[config.mk]
export PLATFORM = sky130hd
export DESIGN_NAME = sd_spi_sector_transfer
export DESIGN_NICKNAME = d
export VERILOG_FILES = /design/src/hdl/sdst_pkg.sv /design/src/hdl/sdst_ram.sv /design/src/hdl/sd_spi_sector_transfer.sv
export SDC_FILE = /design/constraint.sdc
export NUM_CORES = 2
export LEC_CHECK = 0
export BUFFER_PORTS_ARGS = -buffer_cell sky130_fd_sc_hd__buf_2
export CORE_ASPECT_RATIO = 1.4
export CORE_UTILIZATION = 35
export CTS_BUF_LIST = sky130_fd_sc_hd__clkbuf_8
export DETAILED_ROUTE_END_ITERATION = 8
export SYNTH_ARGS = -nofsm -noshare
export SYNTH_HDL_FRONTEND = slang
export SYNTH_HIERARCHICAL = 1
export SYNTH_SLANG_ARGS = --single-unit
export TNS_END_PERCENT = 100
[constraint.sdc]
create_clock -name clock -period 13.07 [get_ports clock]
set_input_delay 2.614 -clock clock [delete_from_list [all_inputs] [get_ports clock]]
set_output_delay 2.614 -clock clock [all_outputs]
set_load 0.005 [all_outputs]
[src/hdl/sdst_pkg.sv]
package sdst_pkg;

   localparam int SECTOR_BYTES  = 512;
   localparam int R1_POLL_LIMIT = 10;
   localparam int BUF_AW        = $clog2(SECTOR_BYTES);
   localparam int COUNT_W       = BUF_AW + 1;
   localparam int POLL_W        = 16;
   localparam int CSR_DW        = 16;
   localparam int CSR_IW        = 2;

   localparam logic [7:0] CMD_READ_BLOCK  = 8'd17;
   localparam logic [7:0] CMD_WRITE_BLOCK = 8'd24;
   localparam logic [7:0] CMD_TAG         = 8'h40;
   localparam logic [7:0] R1_BUSY_MASK    = 8'h80;
   localparam logic [7:0] DATA_TOKEN      = 8'hFE;
   localparam logic [7:0] IDLE_BYTE       = 8'hFF;
   localparam logic [7:0] DRESP_MASK      = 8'h1F;
   localparam logic [7:0] DRESP_ACCEPTED  = 8'h05;
   localparam int         ADDR_SHIFT      = 9;
   localparam int         FRAME_BYTES     = 6;

   localparam logic [POLL_W-1:0] TOKEN_LIMIT_RESET = 16'd100;
   localparam logic [POLL_W-1:0] READY_LIMIT_RESET = 16'd250;

   typedef enum logic [CSR_IW-1:0] {
      CSR_BLOCK_ADDRESSING = 2'd0,
      CSR_TOKEN_POLL_LIMIT = 2'd1,
      CSR_READY_POLL_LIMIT = 2'd2
   } csr_index_type;

   typedef enum logic [1:0] {
      FN_START_READ  = 2'd0,
      FN_START_WRITE = 2'd1,
      FN_EXCHANGE    = 2'd2,
      FN_LOAD        = 2'd3
   } func_type;

   typedef enum logic [2:0] {
      ST_OK            = 3'd0,
      ST_SECTOR_ZERO   = 3'd1,
      ST_CMD_REJECTED  = 3'd2,
      ST_TOKEN_TIMEOUT = 3'd3,
      ST_NOT_READY     = 3'd4,
      ST_DRESP_ERROR   = 3'd5,
      ST_BUSY_TIMEOUT  = 3'd6
   } status_type;

   typedef enum logic [10:0] {
      PH_IDLE      = 11'b000_0000_0001,
      PH_PRE_READY = 11'b000_0000_0010,
      PH_GAP       = 11'b000_0000_0100,
      PH_FRAME     = 11'b000_0000_1000,
      PH_R1        = 11'b000_0001_0000,
      PH_TOKEN     = 11'b000_0010_0000,
      PH_RDATA     = 11'b000_0100_0000,
      PH_WTOKEN    = 11'b000_1000_0000,
      PH_WDATA     = 11'b001_0000_0000,
      PH_WRESP     = 11'b010_0000_0000,
      PH_BUSY      = 11'b100_0000_0000
   } phase_type;

   typedef struct packed {
      logic [7:0] mosi_byte;
      logic       select_active;
      logic [7:0] read_byte;
      logic       read_byte_valid;
      logic       done_res;
      status_type status;
   } result_type;

   typedef struct packed {
      result_type res;
      logic       buf_sel;
   } stage_type;

   function automatic logic [7:0] frame_byte(input logic [COUNT_W-1:0] k,
                                             input logic wr,
                                             input logic [31:0] addr);
      logic [7:0] b;
      begin
         case (k)
            COUNT_W'(0): b = (wr ? CMD_WRITE_BLOCK : CMD_READ_BLOCK) | CMD_TAG;
            COUNT_W'(1): b = addr[31:24];
            COUNT_W'(2): b = addr[23:16];
            COUNT_W'(3): b = addr[15:8];
            COUNT_W'(4): b = addr[7:0];
            default:     b = IDLE_BYTE;
         endcase
         return b;
      end
   endfunction

endpackage

[src/hdl/sdst_ram.sv]
module sdst_ram #(
   parameter int WIDTH = 8,
   parameter int DEPTH = 512
) (
   input  logic                     clock,
   input  logic                     wr_en,
   input  logic [$clog2(DEPTH)-1:0] wr_addr,
   input  logic [WIDTH-1:0]         wr_data,
   input  logic                     rd_en,
   input  logic [$clog2(DEPTH)-1:0] rd_addr,
   output logic [WIDTH-1:0]         rd_data
);

   logic [WIDTH-1:0] mem [DEPTH];
   logic [WIDTH-1:0] rd_data_ff;

   always_ff @(posedge clock) begin
      if (wr_en) begin
         mem[wr_addr] <= wr_data;
      end
      if (rd_en) begin
         rd_data_ff <= mem[rd_addr];
      end
   end

   assign rd_data = rd_data_ff;

endmodule

[src/hdl/sd_spi_sector_transfer.sv]
// Pipeline: a result is registered in stage p1, then in the output register.
// Throughput: one item per cycle while rsp_ready does not stall, set by the
// single write and read port of the 512-byte sector buffer RAM (at most one
// access per item). Load items produce no result. Reset: synchronous,
// active high; clears phase, counters and valids; limits return to defaults.
// The sector buffer is not cleared and holds unknown data until written.
module sd_spi_sector_transfer
   import sdst_pkg::*;
(
   input  logic                clock,
   input  logic                reset,
   input  logic                req_valid,
   output logic                req_ready,
   input  logic [1:0]          req_func,
   input  logic [31:0]         req_sector,
   input  logic [7:0]          req_miso_byte,
   input  logic [BUF_AW-1:0]   req_buf_index,
   input  logic [7:0]          req_buf_data,
   output logic                rsp_valid,
   input  logic                rsp_ready,
   output logic [7:0]          rsp_mosi_byte,
   output logic                rsp_select_active,
   output logic [7:0]          rsp_read_byte,
   output logic                rsp_read_byte_valid,
   output logic                rsp_done_res,
   output logic [2:0]          rsp_status,
   input  logic                csr_we,
   input  logic [CSR_IW-1:0]   csr_index,
   input  logic [CSR_DW-1:0]   csr_wdata
);

   logic                block_addressing_ff;
   logic [POLL_W-1:0]   token_poll_limit_ff;
   logic [POLL_W-1:0]   ready_poll_limit_ff;

   phase_type           phase_ff, phase_in;
   logic                op_is_write_ff, op_is_write_in;
   logic [31:0]         card_address_ff, card_address_in;
   logic [COUNT_W-1:0]  byte_count_ff, byte_count_in;
   logic [POLL_W-1:0]   poll_count_ff, poll_count_in;

   logic                p1_valid_ff;
   stage_type           p1_ff, p1_in;
   logic                rsp_valid_ff;
   result_type          rsp_ff, rsp_in;

   logic                req_fire;
   logic                p1_adv;
   logic                out_free;
   logic                res_valid;
   logic [COUNT_W-1:0]  byte_inc;
   logic [POLL_W-1:0]   poll_inc;

   logic                ram_we;
   logic [BUF_AW-1:0]   ram_waddr;
   logic [7:0]          ram_wdata;
   logic                ram_re;
   logic [BUF_AW-1:0]   ram_raddr;
   logic [7:0]          ram_rd_data;

   assign out_free  = !rsp_valid_ff || rsp_ready;
   assign p1_adv    = p1_valid_ff && out_free;
   assign req_ready = !p1_valid_ff || p1_adv;
   assign req_fire  = req_valid && req_ready;
   assign byte_inc  = byte_count_ff + COUNT_W'(1);
   assign poll_inc  = poll_count_ff + POLL_W'(1);

   always_comb begin
      phase_in        = phase_ff;
      op_is_write_in  = op_is_write_ff;
      card_address_in = card_address_ff;
      byte_count_in   = byte_count_ff;
      poll_count_in   = poll_count_ff;
      res_valid       = 1'b0;
      p1_in.buf_sel   = 1'b0;
      p1_in.res       = '{mosi_byte: IDLE_BYTE, select_active: 1'b1, read_byte: 8'h00,
                          read_byte_valid: 1'b0, done_res: 1'b0, status: ST_OK};
      ram_we          = 1'b0;
      ram_waddr       = req_buf_index;
      ram_wdata       = req_buf_data;
      ram_re          = 1'b0;
      ram_raddr       = '0;

      if (req_fire) begin
         case (req_func)
            FN_LOAD: begin
               ram_we = 1'b1;
            end
            FN_START_READ, FN_START_WRITE: begin
               res_valid = 1'b1;
               if (req_sector == 32'd0) begin
                  phase_in                  = PH_IDLE;
                  p1_in.res.select_active   = 1'b0;
                  p1_in.res.done_res        = 1'b1;
                  p1_in.res.status          = ST_SECTOR_ZERO;
               end else begin
                  op_is_write_in  = (req_func == FN_START_WRITE);
                  card_address_in = block_addressing_ff ? req_sector
                                                        : (req_sector << ADDR_SHIFT);
                  byte_count_in   = '0;
                  poll_count_in   = '0;
                  if (req_func == FN_START_WRITE) begin
                     phase_in = PH_PRE_READY;
                  end else begin
                     phase_in                = PH_GAP;
                     p1_in.res.select_active = 1'b0;
                  end
               end
            end
            FN_EXCHANGE: begin
               res_valid = 1'b1;
               case (phase_ff)
                  PH_PRE_READY: begin
                     if (req_miso_byte == IDLE_BYTE) begin
                        phase_in                = PH_GAP;
                        p1_in.res.select_active = 1'b0;
                     end else begin
                        poll_count_in = poll_inc;
                        if (poll_inc >= ready_poll_limit_ff) begin
                           phase_in                = PH_IDLE;
                           p1_in.res.select_active = 1'b0;
                           p1_in.res.done_res      = 1'b1;
                           p1_in.res.status        = ST_NOT_READY;
                        end
                     end
                  end
                  PH_GAP: begin
                     phase_in            = PH_FRAME;
                     byte_count_in       = '0;
                     p1_in.res.mosi_byte = frame_byte('0, op_is_write_ff, card_address_ff);
                  end
                  PH_FRAME: begin
                     byte_count_in = byte_inc;
                     if (byte_inc >= COUNT_W'(FRAME_BYTES)) begin
                        phase_in      = PH_R1;
                        poll_count_in = '0;
                     end else begin
                        p1_in.res.mosi_byte = frame_byte(byte_inc, op_is_write_ff,
                                                         card_address_ff);
                     end
                  end
                  PH_R1: begin
                     if ((req_miso_byte & R1_BUSY_MASK) == 8'h00) begin
                        if (req_miso_byte != 8'h00) begin
                           phase_in                = PH_IDLE;
                           p1_in.res.select_active = 1'b0;
                           p1_in.res.done_res      = 1'b1;
                           p1_in.res.status        = ST_CMD_REJECTED;
                        end else begin
                           poll_count_in = '0;
                           if (op_is_write_ff) begin
                              phase_in            = PH_WTOKEN;
                              p1_in.res.mosi_byte = DATA_TOKEN;
                           end else begin
                              phase_in = PH_TOKEN;
                           end
                        end
                     end else begin
                        poll_count_in = poll_inc;
                        if (poll_inc >= POLL_W'(R1_POLL_LIMIT)) begin
                           phase_in                = PH_IDLE;
                           p1_in.res.select_active = 1'b0;
                           p1_in.res.done_res      = 1'b1;
                           p1_in.res.status        = ST_CMD_REJECTED;
                        end
                     end
                  end
                  PH_TOKEN: begin
                     if (req_miso_byte == DATA_TOKEN) begin
                        phase_in      = PH_RDATA;
                        byte_count_in = '0;
                     end else begin
                        poll_count_in = poll_inc;
                        if (poll_inc >= token_poll_limit_ff) begin
                           phase_in                = PH_IDLE;
                           p1_in.res.select_active = 1'b0;
                           p1_in.res.done_res      = 1'b1;
                           p1_in.res.status        = ST_TOKEN_TIMEOUT;
                        end
                     end
                  end
                  PH_RDATA: begin
                     if (byte_count_ff < COUNT_W'(SECTOR_BYTES)) begin
                        ram_we                    = 1'b1;
                        ram_waddr                 = byte_count_ff[BUF_AW-1:0];
                        ram_wdata                 = req_miso_byte;
                        p1_in.res.read_byte       = req_miso_byte;
                        p1_in.res.read_byte_valid = 1'b1;
                     end
                     byte_count_in = byte_inc;
                     if (byte_inc >= COUNT_W'(SECTOR_BYTES + 2)) begin
                        phase_in                = PH_IDLE;
                        p1_in.res.select_active = 1'b0;
                        p1_in.res.done_res      = 1'b1;
                     end
                  end
                  PH_WTOKEN: begin
                     phase_in      = PH_WDATA;
                     byte_count_in = '0;
                     ram_re        = 1'b1;
                     ram_raddr     = '0;
                     p1_in.buf_sel = 1'b1;
                  end
                  PH_WDATA: begin
                     byte_count_in = byte_inc;
                     if (byte_inc < COUNT_W'(SECTOR_BYTES)) begin
                        ram_re        = 1'b1;
                        ram_raddr     = byte_inc[BUF_AW-1:0];
                        p1_in.buf_sel = 1'b1;
                     end else if (byte_inc >= COUNT_W'(SECTOR_BYTES + 2)) begin
                        phase_in = PH_WRESP;
                     end
                  end
                  PH_WRESP: begin
                     if ((req_miso_byte & DRESP_MASK) != DRESP_ACCEPTED) begin
                        phase_in                = PH_IDLE;
                        p1_in.res.select_active = 1'b0;
                        p1_in.res.done_res      = 1'b1;
                        p1_in.res.status        = ST_DRESP_ERROR;
                     end else begin
                        phase_in      = PH_BUSY;
                        poll_count_in = '0;
                     end
                  end
                  PH_BUSY: begin
                     if (req_miso_byte == IDLE_BYTE) begin
                        phase_in                = PH_IDLE;
                        p1_in.res.select_active = 1'b0;
                        p1_in.res.done_res      = 1'b1;
                     end else begin
                        poll_count_in = poll_inc;
                        if (poll_inc >= ready_poll_limit_ff) begin
                           phase_in                = PH_IDLE;
                           p1_in.res.select_active = 1'b0;
                           p1_in.res.done_res      = 1'b1;
                           p1_in.res.status        = ST_BUSY_TIMEOUT;
                        end
                     end
                  end
                  default: begin
                     phase_in                = PH_IDLE;
                     p1_in.res.select_active = 1'b0;
                  end
               endcase
            end
            default: begin
               res_valid = 1'b0;
            end
         endcase
      end
   end

   always_comb begin
      rsp_in = p1_ff.res;
      if (p1_ff.buf_sel) begin
         rsp_in.mosi_byte = ram_rd_data;
      end
   end

   always_ff @(posedge clock) begin
      if (reset) begin
         block_addressing_ff <= 1'b0;
         token_poll_limit_ff <= TOKEN_LIMIT_RESET;
         ready_poll_limit_ff <= READY_LIMIT_RESET;
      end else if (csr_we) begin
         case (csr_index)
            CSR_BLOCK_ADDRESSING: block_addressing_ff <= csr_wdata[0];
            CSR_TOKEN_POLL_LIMIT: token_poll_limit_ff <= csr_wdata;
            CSR_READY_POLL_LIMIT: ready_poll_limit_ff <= csr_wdata;
            default: begin
            end
         endcase
      end
   end

   always_ff @(posedge clock) begin
      if (reset) begin
         phase_ff        <= PH_IDLE;
         op_is_write_ff  <= 1'b0;
         card_address_ff <= '0;
         byte_count_ff   <= '0;
         poll_count_ff   <= '0;
         p1_valid_ff     <= 1'b0;
         rsp_valid_ff    <= 1'b0;
      end else begin
         phase_ff        <= phase_in;
         op_is_write_ff  <= op_is_write_in;
         card_address_ff <= card_address_in;
         byte_count_ff   <= byte_count_in;
         poll_count_ff   <= poll_count_in;
         if (req_fire && res_valid) begin
            p1_valid_ff <= 1'b1;
         end else if (p1_adv) begin
            p1_valid_ff <= 1'b0;
         end
         if (p1_adv) begin
            rsp_valid_ff <= 1'b1;
         end else if (rsp_ready) begin
            rsp_valid_ff <= 1'b0;
         end
      end
   end

   always_ff @(posedge clock) begin
      if (req_fire && res_valid) begin
         p1_ff <= p1_in;
      end
      if (p1_adv) begin
         rsp_ff <= rsp_in;
      end
   end

   sdst_ram #(
      .WIDTH (8),
      .DEPTH (SECTOR_BYTES)
   ) u_sector_buf (
      .clock   (clock),
      .wr_en   (ram_we),
      .wr_addr (ram_waddr),
      .wr_data (ram_wdata),
      .rd_en   (ram_re),
      .rd_addr (ram_raddr),
      .rd_data (ram_rd_data)
   );

   assign rsp_valid           = rsp_valid_ff;
   assign rsp_mosi_byte       = rsp_ff.mosi_byte;
   assign rsp_select_active   = rsp_ff.select_active;
   assign rsp_read_byte       = rsp_ff.read_byte;
   assign rsp_read_byte_valid = rsp_ff.read_byte_valid;
   assign rsp_done_res        = rsp_ff.done_res;
   assign rsp_status          = rsp_ff.status;

   a_done_deselects: assert property (@(posedge clock) disable iff (reset)
      rsp_valid_ff && rsp_ff.done_res |-> !rsp_ff.select_active)
      else $error("done transfer keeps card selected");

   a_error_only_on_done: assert property (@(posedge clock) disable iff (reset)
      rsp_valid_ff && (rsp_ff.status != ST_OK) |-> rsp_ff.done_res)
      else $error("nonzero status without done");

   a_read_byte_not_done: assert property (@(posedge clock) disable iff (reset)
      rsp_valid_ff && rsp_ff.read_byte_valid |-> !rsp_ff.done_res && rsp_ff.select_active)
      else $error("read data byte on a closing result");

   a_buf_data_held: assert property (@(posedge clock) disable iff (reset)
      p1_valid_ff && p1_ff.buf_sel && !p1_adv |=> p1_valid_ff && $stable(ram_rd_data))
      else $error("buffer read data lost while stage is stalled");

   a_one_ram_access: assert property (@(posedge clock) disable iff (reset)
      !(ram_we && ram_re))
      else $error("buffer written and read by one transfer");

endmodule
### After elaboration in Yosys (flattened, before gate mapping)

Memory sizes are Yosys's and may differ from the RTL's. A register that Yosys moved wholly into a read port is not among the register bits.
Index checks and enable logic that the tools add are counted.

| cells by class | value |
|---|---|
| reduce and logical (&&, ||, !) cells | 32 |
| magnitude comparators | 7 |
| add/sub/neg operators | 2 |
| bitwise operators | 1 |
| muxes and demuxes | 98 |
| eq/ne operators | 36 |

Operator list:

| operator | count |
|---|---|
| 11-bit 2-to-1 mux | 13 |
| 16-bit 2-to-1 mux | 7 |
| 11-bit one-hot mux with 10 select lines | 1 |
| 16-bit one-hot mux with 5 select lines | 1 |
| 8-bit 2-to-1 mux | 9 |
| 9-bit 2-to-1 mux | 8 |
| 4-bit 2-to-1 mux | 11 |
| 8-bit one-hot mux with 5 select lines | 1 |
| 16-bit >= comparator | 2 |
| 32-bit zero test | 1 |
| 32-bit 2-to-1 mux | 1 |
| 16-bit one-hot mux with 2 select lines | 1 |
| 1-bit 2-to-1 mux | 30 |
| 10-bit one-hot mux with 3 select lines | 1 |
| 3-bit inequality test (second input constant) | 8 |
| 8-bit one-hot mux with 3 select lines | 1 |
| 11-bit one-hot mux with 2 select lines | 1 |
| 10-bit by 2-bit == test with 1-bit output (second input constant) | 2 |
| 10-bit < comparator (second input constant) | 2 |
| 10-bit 2-to-1 mux | 2 |
| 10-bit one-hot mux with 2 select lines | 1 |
| 16-bit by 1-bit adder with 16-bit output (second input constant) | 1 |
| 8-bit == test (second input constant) | 2 |
| 16-bit by 4-bit >= comparator with 1-bit output (second input constant) | 1 |
| 45 further kinds | 68 |

| word-level totals | value |
|---|---|
| memories kept | 1 |
| register bits after elaboration | 150 |
| RAM bits | 4096 |
| bits of input ports | 82 |
| output and inout bits | 24 |

Memory list:

| memory | words | width | read ports | clocked after Yosys merged registers in | write ports | RTL line | source |
|---|---|---|---|---|---|---|---|
| u_sector_buf.mem | 512 | 8 | 1 | 1 | 1 | sdst_ram.sv:14 | `logic [WIDTH-1:0] mem [DEPTH];` |

### Depth between registers and ports, before layout

| logic depth | value |
|---|---|
| word-level depth | 8 |
| mapped depth | 20 |
| depth with buffers taken out | 13 |

### Cells and area by module

The synthesis kept the hierarchy.

Modules (own cells, without submodules):

| module | cells each | instances | area each (um^2) | sequential area each (um^2) |
|---|---|---|---|---|
| sdst_ram | 8030 | 1 | 160007.2 | 123238.2 |
| sd_spi_sector_transfer | 961 | 1 | 8573.2 | 3453.3 |

### Worst setup path after synthesis

OpenSTA, ideal clock, no wires.

| timing path | value |
|---|---|
| kind | input to register |
| start | in req_func[0] |
| end | mem u_sector_buf.mem[0][3] (data pin) |
| library setup time | 0.912 ns |
| cell stages on the path | 6 |
| required time | 12.158 ns |
| path slack | 4.686 ns |
| arrival | 7.472 ns |
| path through | clkbuf_1 nor2b_1 nand3_1 nor3_2 buf_2 mux2_2 |

| on the way | value |
|---|---|
| longest elaborated chain between the ends | 3 |

Ends and longest elaborated chain:

| what | RTL line | source |
|---|---|---|
| from (decl) | sd_spi_sector_transfer.sv:14 | `input logic [1:0] req_func,` |
| 2-bit == test | sd_spi_sector_transfer.sv:85 | `case (req_func)` |
| 8-bit 2-to-1 mux | sd_spi_sector_transfer.sv:85 |  |
| 8-bit 2-to-1 mux | sd_spi_sector_transfer.sv:84 | `if (req_fire) begin` |
| via ram_wdata[3] | sd_spi_sector_transfer.sv:56 | `logic [7:0] ram_wdata;` |
| to (decl) | sdst_ram.sv:14 |  |

The timed path passes the listed nets, and every way through them passes these cells.

### Worst setup path in the final report

| timing path | value |
|---|---|
| start | in req_func[0] |
| end | reg u_sector_buf.rd_data_ff[6], in the netlist u_sector_buf/rd_data[6] (read register of u_sector_buf.mem) (data pin) |

| on the way | value |
|---|---|
| longest elaborated chain between the ends | 3 |
| elaborated cells on any way between the ends | 5 |

Ends and longest elaborated chain:

| what | RTL line | source |
|---|---|---|
| 2-bit == test | sd_spi_sector_transfer.sv:85 |  |
| 9-bit 2-to-1 mux | sd_spi_sector_transfer.sv:85 |  |
| 9-bit 2-to-1 mux | sd_spi_sector_transfer.sv:84 |  |
| via ram_raddr[2] | sd_spi_sector_transfer.sv:58 | `logic [BUF_AW-1:0] ram_raddr;` |
| to (decl) | sdst_ram.sv:15 | `logic [WIDTH-1:0] rd_data_ff;` |

The timed path passes the listed nets, and every way through them passes these cells.
A chain may end at the register's enable or synchronous reset.

==> run_summary.xml <==
<?xml version="1.0" encoding="UTF-8"?>
<metrics>
  <group name="global_routing">
    <metric name="track_usage" unit="%">18.3</metric>
    <metric name="busiest_layer" unit="">met2</metric>
    <metric name="antenna_found_initial" unit="">21</metric>
    <metric name="met3_usage" unit="%">2.82</metric>
    <metric name="grt_pass1_wl" unit="µm">652000</metric>
    <metric name="grt_use_met2" unit="%">32.3</metric>
    <metric name="gr-total-overflow" unit="">0</metric>
    <metric name="grt_max_degree" unit="">202</metric>
    <metric name="vias_in_the_first_global_route" unit="">90500</metric>
    <metric name="globalRouteMet1Util" unit="%">21.7</metric>
  </group>
  <group name="cts">
    <metric name="clkSinkCount" unit="">4254</metric>
    <metric name="path_clk_slew" unit="ps">70</metric>
    <metric name="clock_tree.htree_level_count" unit="">6</metric>
    <metric name="numCtsBuffers" unit="">595</metric>
    <metric name="cts_tree" unit="">done</metric>
    <metric name="buffers_from_clock_root_to_sink_at_most" unit="">4</metric>
    <metric name="post_cts.resized_instances" unit="">0</metric>
    <metric name="post_cts_buffers" unit="">0</metric>
    <metric name="count_of_hold_buffers_inserted_by_post_cts_repair" unit="">0</metric>
    <metric name="cts_root_buf" unit="">clkbuf_8</metric>
    <metric name="clock_latency" unit="ps">1100</metric>
  </group>
  <group name="die">
    <metric name="core" unit="µm²">480000</metric>
    <metric name="floorplan.io_pins" unit="">106</metric>
    <metric name="floorplan.initialDensity" unit="%">35.1</metric>
    <metric name="chipHeight" unit="µm">823</metric>
    <metric name="fp-row-count" unit="">301</metric>
    <metric name="die_width" unit="µm">589</metric>
    <metric name="dieArea" unit="µm²">484000</metric>
  </group>
  <group name="route">
    <metric name="vias_per_cell" unit="">5.55</metric>
    <metric name="finalWirelength" unit="µm">457000</metric>
    <metric name="ant_nets" unit="">0</metric>
    <metric name="first_pass_iters" unit="">8</metric>
    <metric name="drcViolationCount" unit="">0</metric>
    <metric name="detailedRoute.firstIterationViolations" unit="">8855</metric>
    <metric name="routedWlPerCell" unit="µm">28.3</metric>
    <metric name="route.vias.total" unit="">89500</metric>
  </group>
  <group name="critical_path">
    <metric name="critical_path_peak_fanout" unit="">131</metric>
    <metric name="worstRegToRegCells" unit="">15</metric>
    <metric name="critPathKind" unit="">in -&gt; reg</metric>
    <metric name="cp_cell_sequence" unit="">buf_2 &gt; nand2b_1 &gt; nor2_1 &gt; nand3_1 &gt; nor2b_4 &gt; buf_4 &gt; or2_4 &gt; buf_12 &gt; buf_4 &gt; o21ai_0 &gt; a2111oi_0 &gt; nor2_1 &gt; o311a_1 &gt; nor4b_2 &gt; o2111a_1</metric>
    <metric name="r2r-start" unit="">byte_count_ff[0]$_SDFFE_PP0P_</metric>
    <metric name="regToRegEndpoint" unit="">u_sector_buf/rd_data[6]$_DFFE_PP_</metric>
    <metric name="cp_data_required_time" unit="ps">13900</metric>
    <metric name="critical_path.slowest_cell" unit="">a2111oi_0</metric>
    <metric name="critical_path.max_stage_delay" unit="ps">850</metric>
    <metric name="worst-r2r-setup-slack" unit="ps">5490</metric>
    <metric name="critPathLaunchType" unit="">input port</metric>
    <metric name="critPathArrivalTime" unit="ps">9370</metric>
    <metric name="timing.critical_path.to_type" unit="">flop</metric>
  </group>
  <group name="placement">
    <metric name="dpl_cell_area" unit="µm²">176000</metric>
    <metric name="place.port_buffers" unit="">105</metric>
    <metric name="globalplace.congestion" unit="">0.899</metric>
    <metric name="dpl.hpwl" unit="µm">278000</metric>
  </group>
  <group name="sta">
    <metric name="finalSetupViolCount" unit="">0</metric>
    <metric name="final_cycle_utilization_of_the_critical_path" unit="%">65.3</metric>
    <metric name="timing.final.crit_period" unit="ps">8540</metric>
    <metric name="worst_slew_pin_slew" unit="ps">1310</metric>
    <metric name="clock_skew" unit="ps">94.2</metric>
    <metric name="clock.fmax" unit="MHz">117</metric>
    <metric name="tns" unit="ps">0</metric>
    <metric name="hold_viol_final" unit="">0</metric>
    <metric name="unrepaired_setup_endpoints_after_global_routing" unit="">false</metric>
    <metric name="final-max-slew-violation-count" unit="">0</metric>
    <metric name="max-slew-margin-rel" unit="%">12.7</metric>
  </group>
  <group name="yosys">
    <metric name="synthFlopType" unit="">edfxtp_1</metric>
    <metric name="share_of_yosys_cell_area_claimed_by_the_top_area_cell_type" unit="%">73.9</metric>
    <metric name="ys_async_sr_fraction" unit="%">0</metric>
    <metric name="synth_top_cell_by_area" unit="">edfxtp_1</metric>
    <metric name="syn-instance-count" unit="">8991</metric>
    <metric name="seq_area_frac_synth" unit="%">75.2</metric>
    <metric name="synth.lib_cells_used.distinct" unit="">89</metric>
    <metric name="synth.yosys.warnings" unit="">6</metric>
    <metric name="syn_area_per_cell" unit="µm²">18.7</metric>
    <metric name="synth.top_cells.by_area" unit="">edfxtp_1, mux4_2, mux2i_1</metric>
    <metric name="synth-edff-count" unit="">4149</metric>
    <metric name="postSynthNetCount" unit="">9110</metric>
    <metric name="synth_area" unit="µm²">169000</metric>
    <metric name="postSynthRegisterBits" unit="">4254</metric>
  </group>
  <group name="worst_hold_path">
    <metric name="hold_depth" unit="">0</metric>
    <metric name="hold_path.class" unit="">reg -&gt; reg</metric>
    <metric name="min-delay-start" unit="">p1_ff[14]$_SDFFCE_PN1P_</metric>
    <metric name="timing.hold.worst_endpoint" unit="">rsp_select_active$_DFFE_PP_</metric>
  </group>
  <group name="cells_and_area">
    <metric name="area.sequential" unit="µm²">127000</metric>
    <metric name="area_of_the_multi_input_gates" unit="µm²">38900</metric>
    <metric name="layout.cell_area.non_filler" unit="µm²">187000</metric>
    <metric name="fillers" unit="">43100</metric>
    <metric name="nNetsFinal" unit="">9413</metric>
    <metric name="proportion_of_layout_cells_with_a_drive_suffix_above_1" unit="%">18.2</metric>
    <metric name="synthToLayoutAreaGrowth" unit="%">10.9</metric>
  </group>
  <group name="run_status">
    <metric name="status" unit="">finished clean</metric>
  </group>
  <group name="pwr">
    <metric name="leakage" unit="µW">0.0546</metric>
    <metric name="power_density" unit="nW/µm²">135</metric>
    <metric name="vdd_drop_max" unit="mV">0.0788</metric>
  </group>
  <group name="flow_run">
    <metric name="drv_cap" unit="">0</metric>
  </group>
</metrics>
## report_power, final
group          internal (µW)  switching (µW)  leakage [µW]  total, µW
logic                   52.6             330        0.0102        383
registers              15000            8.88        0.0381      15000
clock network           4920            4990       0.00623       9900
## layer usage
metal / wire [µm] / vias to the layer above
li1: - / 37600
met1: 167000 / 46900
met2: 235000 / 4063
met3: 30900 / 994
met4: 24000 / 2
met5: 13 / -
## synthesized netlist by cell type (11+ instances only)
cell      count
dfxtp_1     105
buf_1        46
nand2b_1     21
buf_2        68
a21oi_1     256
nor2_1      685
and2_1       34
nand2_1     208
a211o_1      14
nor2b_1      19
buf_8        11
o22ai_1     166
nand3_1      62
mux2i_1     822
mux2_2       25
inv_1        50
mux4_2      654
o31ai_1      21
o221ai_1    373
xor2_1       15
o21ai_0     150
nor4_1       47
ha_1         37
clkbuf_1    302
xnor2_1      12
edfxtp_1   4149
nand4_1      51
a211oi_1     50
a22oi_1      69
buf_4        73
nor3_1      124
nand3b_1     25
buf_6        65
## stage by stage
stage | power, µW | hold slack [ps] | instances | worst slack [ps] | utilization (%)
floorplan | 15500 | 400 | 8991 | 4690 | -
global route | 26000 | 425 | 16100 | 4390 | 39.0
detailed placement | 15700 | 405 | 15100 | 3480 | 36.7
global placement | 15600 | 402 | 15100 | 2660 | 36.6
CTS | 25500 | 414 | 16100 | 4680 | 39.0
finish | 25300 | 416 | 16100 | 4530 | 39.0
## critical path: cells and delay by family
kind                   cells  cell delay (ps)
AOI/OAI and AO/OA          4             1390
and+or+nand+nor            7             3080
buffers and inverters      4             1810
## layout make-up
| class | count | share of cell area, % |
|---|---|---|
| Multi-Input combinational cell | 4114 | 20.8 |
| Clock inverter | 435 | 1.37 |
| Sequential cell | 4254 | 67.7 |
| Timing Repair Buffer | 278 | 1.14 |
| Inverter | 51 | 0.106 |
| Clock buffer | 619 | 4.56 |
| Tap cell | 6363 | 4.26 |
| Antenna cell | 15 | 0.0201 |
## cells in the final DEF (no fill, tap or decap), types with 34 or more instances in the layout
master,n
buf_4,149
inv_1,209
edfxtp_1,4149
a211oi_1,50
o21ai_0,150
o22ai_1,165
nor2_1,679
o221ai_1,373
nand2_1,194
clkinv_2,65
mux2i_1,822
clkbuf_8,619
dfxtp_1,105
nand4_1,51
a21oi_1,255
nor3_1,123
mux4_2,654
nand3_1,58
buf_2,104
ha_1,37
nor4_1,39
clkinv_1,148
and2_1,34
a22oi_1,69
## sequential cells by signal, indices dropped and copies added, names as in the netlist
register and flops:
rsp_select_active 1, ready_poll_limit_ff 16, op_is_write_ff 1, rsp_done_res 1
u_sector_buf/mem 4096, p1_valid_ff 1, card_address_ff 32, rsp_read_byte 8
token_poll_limit_ff 16, u_sector_buf/rd_data 8, p1_ff 23, rsp_mosi_byte 8
rsp_status 3, block_addressing_ff 1, poll_count_ff 16, rsp_valid 1
phase_ff 11, byte_count_ff 10, rsp_read_byte_valid 1
## how the worst max path moves through the flow
stage                            from                                end  slack, ps  cells after the start
after global placement    req_func[0]  u_sector_buf/rd_data[0]$_DFFE_PP_       2660                     16
after floorplan           req_func[0]   u_sector_buf/mem[0][3]$_DFFE_PP_       4690                      6
after global routing      req_func[0]  u_sector_buf/rd_data[6]$_DFFE_PP_       4390                     16
after detailed placement  req_func[0]  u_sector_buf/rd_data[1]$_DFFE_PP_       3480                     16
after CTS                 req_func[0]  u_sector_buf/rd_data[1]$_DFFE_PP_       4680                     16
final                     req_func[0]  u_sector_buf/rd_data[6]$_DFFE_PP_       4530                     15
## kinds of logic (layout without fill, tap and decap cells)
family,after synthesis,count (layout),synth area share [%]
AO/OA/AOI/OAI,1204,1204,5.02
XOR/XNOR,29,29,0.160
adder cells (fa/ha/maj),37,37,0.275
buffers and inverters,623,1383,2.01
flip-flops,4254,4254,75.2
multiplexers,1501,1501,13.8
other,0,15,0
AND/OR/NAND/NOR,1343,1343,3.60
No activity file was read; power rests on OpenSTA's default activity.
